--- config.mk ---
export PLATFORM = sky130hd
export DESIGN_NAME = tce_ctrl
export DESIGN_NICKNAME = d
export VERILOG_FILES = /design/src/sv/tce_pkg.sv /design/src/sv/tce_ctrl.sv
export SDC_FILE = /design/constraint.sdc
export NUM_CORES = 1
export LEC_CHECK = 0
export BUFFER_PORTS_ARGS = -buffer_cell sky130_fd_sc_hd__buf_2
export CAP_MARGIN = 20
export CORE_AREA = 2 2 39 41
export DETAILED_ROUTE_END_ITERATION = 8
export DIE_AREA = 0 0 41 43
export GPL_TIMING_DRIVEN = 0
export SLEW_MARGIN = 15
export SYNTH_ARGS = -nofsm -noshare
export SYNTH_HDL_FRONTEND = slang
export SYNTH_SLANG_ARGS = --single-unit
--- constraint.sdc ---
create_clock -name clk_i -period 1.1 [get_ports clk_i]
set_clock_uncertainty 0.05 [all_clocks]
set_input_delay 0.11 -clock clk_i [delete_from_list [all_inputs] [get_ports clk_i]]
set_output_delay 0.11 -clock clk_i [all_outputs]
set_load 0.02 [all_outputs]
--- src/sv/tce_pkg.sv ---
`timescale 1ns / 1ps
// Shared constants and types for the Takagi curve evaluator.
// Used by tce_ctrl, tce_datapath, the top level and the checker.
package tce_pkg;

  localparam int unsigned MaxTermsDefault      = 50;
  localparam int unsigned PointFracBitsDefault = 48;

  localparam int unsigned PhaseW    = 64;
  localparam int unsigned RatioW    = 32;
  localparam int unsigned ValueW    = 38;
  localparam int unsigned TermW     = 33;
  localparam int unsigned CountW    = 7;
  localparam int unsigned CountOutW = 6;
  localparam int unsigned ApbAddrW  = 3;
  localparam int unsigned ApbDataW  = 32;

  localparam logic [PhaseW-1:0] WeightFloor = 64'd1845;
  localparam logic [RatioW-1:0] RatioReset  = 32'h8000_0000;

  typedef enum logic [0:0] {
    REG_WEIGHT_RATIO = 1'b0
  } reg_idx_e;

  typedef struct packed {
    logic load;
    logic mul_en;
    logic sum_en;
    logic acc_en;
  } tce_cmd_t;

  typedef struct packed {
    logic last;
  } tce_status_t;

endpackage

--- src/sv/tce_ctrl.sv ---
`timescale 1ns / 1ps
// Sequencer for the Takagi curve evaluator: steps each term through
// multiply and sum cycles. Depends on tce_pkg.
module tce_ctrl (
  input  logic                 clk_i,
  input  logic                 rst_ni,
  input  logic                 start_i,
  output logic                 busy_o,
  output logic                 done_o,
  output tce_pkg::tce_cmd_t    cmd_o,
  input  tce_pkg::tce_status_t status_i
);
  import tce_pkg::*;

  typedef enum logic [1:0] {
    ST_IDLE,
    ST_SUM,
    ST_MUL,
    ST_FLUSH
  } state_e;

  state_e state_q, state_d;
  logic   acc_q, acc_d;
  logic   done_q, done_d;

  always_comb begin
    state_d = state_q;
    acc_d   = 1'b0;
    done_d  = 1'b0;
    unique case (state_q)
      ST_IDLE: begin
        if (start_i) begin
          state_d = ST_SUM;
        end
      end
      ST_SUM: begin
        acc_d   = 1'b1;
        state_d = status_i.last ? ST_FLUSH : ST_MUL;
      end
      ST_MUL: begin
        state_d = ST_SUM;
      end
      ST_FLUSH: begin
        done_d  = 1'b1;
        state_d = ST_IDLE;
      end
      default: begin
        state_d = ST_IDLE;
      end
    endcase
  end

  always_ff @(posedge clk_i or negedge rst_ni) begin
    if (!rst_ni) begin
      state_q <= ST_IDLE;
      acc_q   <= 1'b0;
      done_q  <= 1'b0;
    end else begin
      state_q <= state_d;
      acc_q   <= acc_d;
      done_q  <= done_d;
    end
  end

  assign cmd_o.load   = (state_q == ST_IDLE) && start_i;
  assign cmd_o.mul_en = (state_q == ST_MUL);
  assign cmd_o.sum_en = (state_q == ST_SUM);
  assign cmd_o.acc_en = acc_q;

  assign busy_o = (state_q != ST_IDLE);
  assign done_o = done_q;

endmodule

### After elaboration in Yosys (flattened, before gate mapping)

Cells that the tools add are included.

* register bits after elaboration: 4
* input bits: 4
* output and inout bits: 6
* logic and storage cells: 15

* equality and inequality tests: 4
* muxes and demuxes: 5
* reductions and logical operators: 3

Operators by type and width (number)
* 2-bit one-hot mux with 4 select lines: 1
* 2-bit == test (second input constant): 2
* 1-bit two-way mux: 3
* 2-bit by 1-bit == test with 1-bit output (second input constant): 1
* 2-bit logical NOT: 1
* 2-bit two-way mux: 1
* 2-bit != test (second input constant): 1
* 2-bit nonzero test: 1
* 1-bit logical AND: 1

### Longest topological paths before layout

* word-level depth: 2
* mapped depth: 2
* gate-level depth less buffers: 2

### Worst setup path after synthesis

No wires, ideal clock.

* path kind: register to output
* start: register state_q[0]
* end: output port cmd_o[3] (netlist name)
* arrival time: 893 ps
* data required time: 940 ps
* path slack: 47 ps
* stages on the path, launching flop included: 3
* path buffers: 0
* cell sequence: dfrtp_1 -> or2_4 -> nor2_2

RTL lines
* from (decl): RTL line tce_ctrl.sv:22 `state_e state_q, state_d;`
* from (signal assigned): RTL line tce_ctrl.sv:59 `state_q <= state_d;`
* to (decl): RTL line tce_ctrl.sv:10 `output tce_pkg::tce_cmd_t cmd_o,`

==> results_dict.tcl <==
set metrics [dict create \
    result_of_the_run "finished with violations" \
    failing_checks "negative setup slack" \
    average_cell_area_after_synthesis_um2 11.0 \
    power.static_leakage_uw 0.000161 \
    gr-total-overflow 0 \
    crit_path_start_kind "flip-flop" \
    design.final.nets 37 \
    critPathSlowestCell "sky130_fd_sc_hd__dfrtp_2" \
    cts_sinks 4 \
    areaGrowthSynthToFinish_pct 75.9 \
    worstPathMaxFanout 6 \
    die_width_um 41 \
    final-setup-viol-count 4 \
    drt_pass1_iterations 1 \
    clkTransAtPathRegs_ns 0.04 \
    post_synth_num_cell_types 11 \
    cts_max_path_bufs 2 \
    netlist_area_um2 176 \
    max_slew.worst_pin.slew_ns 0.150 \
    vias 148 \
    hold_class "in2reg" \
    detail_route.drc_violations 0 \
    mappedNetlistNets 20 \
    slew_violations 0 \
    first_global_vias 134 \
    synth-seq-area-share 0.567 \
    antenna_violating_nets_post_route 0 \
    insertedDiodeCount 0 \
    yosysWarningCount 0 \
    dp_hpwl_um 246 \
    peakVddDrop_uv 491 \
    synth_top_cell_by_area "sky130_fd_sc_hd__dfrtp_1" \
    fmax_mhz 775 \
    drt-vias-per-instance 3.15 \
    core_area_um2 1380 \
    max-slew-margin-rel 0.900 \
    grt_pass1_wl_um 455 \
    tns_ns -0.543 \
    hold_ws_ns 0.0786 \
    cts_tree "built" \
    share_of_the_clock_period_used_by_the_worst_path 1.17 \
    design.die.area_um2 1760 \
    floorplan.initialDensity 0.127 \
    total_power_uw 979 \
    postLayoutSetupSlackWorst_ns -0.190 \
    num_rows 14 \
    cts_buffers 3 \
    grt_start_max_net_pins 7 \
    postSynthCellCount 16 \
    setup.worst_path.end_class "output port" \
    synthDominantCellAreaShare 0.567 \
    worst_skew_pair_latency_ns 0.23 \
    rsz0062_at_grt "true" \
    max_cap_violations 0 \
    cts.root.buffer_cell "sky130_fd_sc_hd__clkbuf_4" \
    timing.final.crit_period_ns 1.29 \
    totalWireLength_um 346 \
    slowest_delay_ns 0.43 \
    worst-r2r-setup-slack_ns 0.19 \
    worst-endpoint-required_ns 0.94 \
    die_h_um 43 \
    crit_arrival_ns 1.13 \
    groute.usage.overall 0.0461 \
    synth-seq-cells 4 \
    port-buffer-count 9 \
    hold_viol 0 \
    grt_antenna_before_repair 0 \
    boundaryPins 10 \
    worstSetupPathType "reg2out" \
    yosys-top-cells-area "sky130_fd_sc_hd__dfrtp_1, sky130_fd_sc_hd__buf_4, sky130_fd_sc_hd__nor2b_1, sky130_fd_sc_hd__and2b_2, sky130_fd_sc_hd__or2_4" \
    final_common_cell "sky130_fd_sc_hd__buf_2" \
    drive_above_1_share 0.710 \
    power_per_cell_area_nw_per_um2 3150 \
    first_iter_violations 0 \
    cts-htree-levels 1 \
    ff2ff_path_depth 2 \
    gp_congestion 0.458 \
    holdPathStages 3 \
    wl_per_cell_um 7.36 \
    worstPathCellList "or2_4 -> nor2_4 -> buf_6" \
    final_cell_mix "sky130_fd_sc_hd__buf_2, sky130_fd_sc_hd__buf_4, sky130_fd_sc_hd__dfrtp_1, sky130_fd_sc_hd__clkbuf_4, sky130_fd_sc_hd__buf_6" \
]
[power breakdown]
part | switching (uW) | total [uW] | internal [uW]
registers | 57.3 | 274 | 217
logic | 249 | 530 | 281
clock network | 52.9 | 174 | 122
[cell type report]
type | count | area [um^2]
fillers | 153 | 1070
flip-flops and latches | 4 | 101
repair buffers | 12 | 82.6
multi-input cells | 9 | 65.1
clock buffers | 3 | 22.5
well taps | 16 | 20.0
plain buffers | 2 | 15.0
inverters | 1 | 3.75
[final timing paths]
path,startpoint,endpoint
setup / recovery,state_q[1]$_DFFE_PN0P_,cmd_o[3]
hold / removal,status_i,state_q[0]$_DFFE_PN0P_
setup reg to reg,state_q[1]$_DFFE_PN0P_,done_o$_DFF_PN0_
hold reg to reg,state_q[1]$_DFFE_PN0P_,acc_q$_DFF_PN0_
max in group asynchronous,rst_ni,state_q[1]$_DFFE_PN0P_
min in group asynchronous,rst_ni,state_q[0]$_DFFE_PN0P_
[cell usage after synthesis (all sizes together)]
cell   instances
dfrtp          4
or2            1
buf            2
and2           1
nor2b          2
o22ai          1
nor2           2
and2b          1
nand2          1
inv            1
[metrics by stage]
step	std cells	setup slack, ns	utilization	cell area (um^2)
2_1_floorplan	16	0.0466	-	176
3_5_place_dp	41	0.0285	0.175	241
6_report	47	-0.190	0.224	310
5_1_grt	47	-0.213	0.224	310
3_3_place_gp	41	0.0364	0.175	241
4_1_cts	47	-0.192	0.218	302
[layer usage]
metal,up-vias,global-route usage,share of wire
met5,-,0,0
met4,0,0.100,0.029
met3,2,0.0157,0.095
met2,6,0.0531,0.51
met1,63,0.0353,0.36
li1,77,-,-
[critical path, delay by kind of cell, from the launching register on]
kind | cells | cell delay, ns
flip-flops | 1 | 0.43
AND/OR/NAND/NOR | 2 | 0.35
buffers and inverters | 1 | 0.11
[flip-flops by register name (all words and copies together), names as in the netlist]
name / flops
acc_q: 1
state_q: 2
done_o: 1
[kinds of logic after synthesis]
family,Yosys count,synth area share
AO/OA/AOI/OAI,1,0.0355
AND/OR/NAND/NOR,8,0.291
buffers and inverters,3,0.106
flip-flops,4,0.567
[timing repair]
item | 4_1_cts | 5_1_grt
resized for setup | 5 | 2
hold buffers | 1 | 0
setup buffers | 2 | 0
setup endpoints to repair | 4 | 4
endpoints found under the hold margin | 4 | 0
pin swaps | 0 | 1
Power figures use the tool's default switching activity.
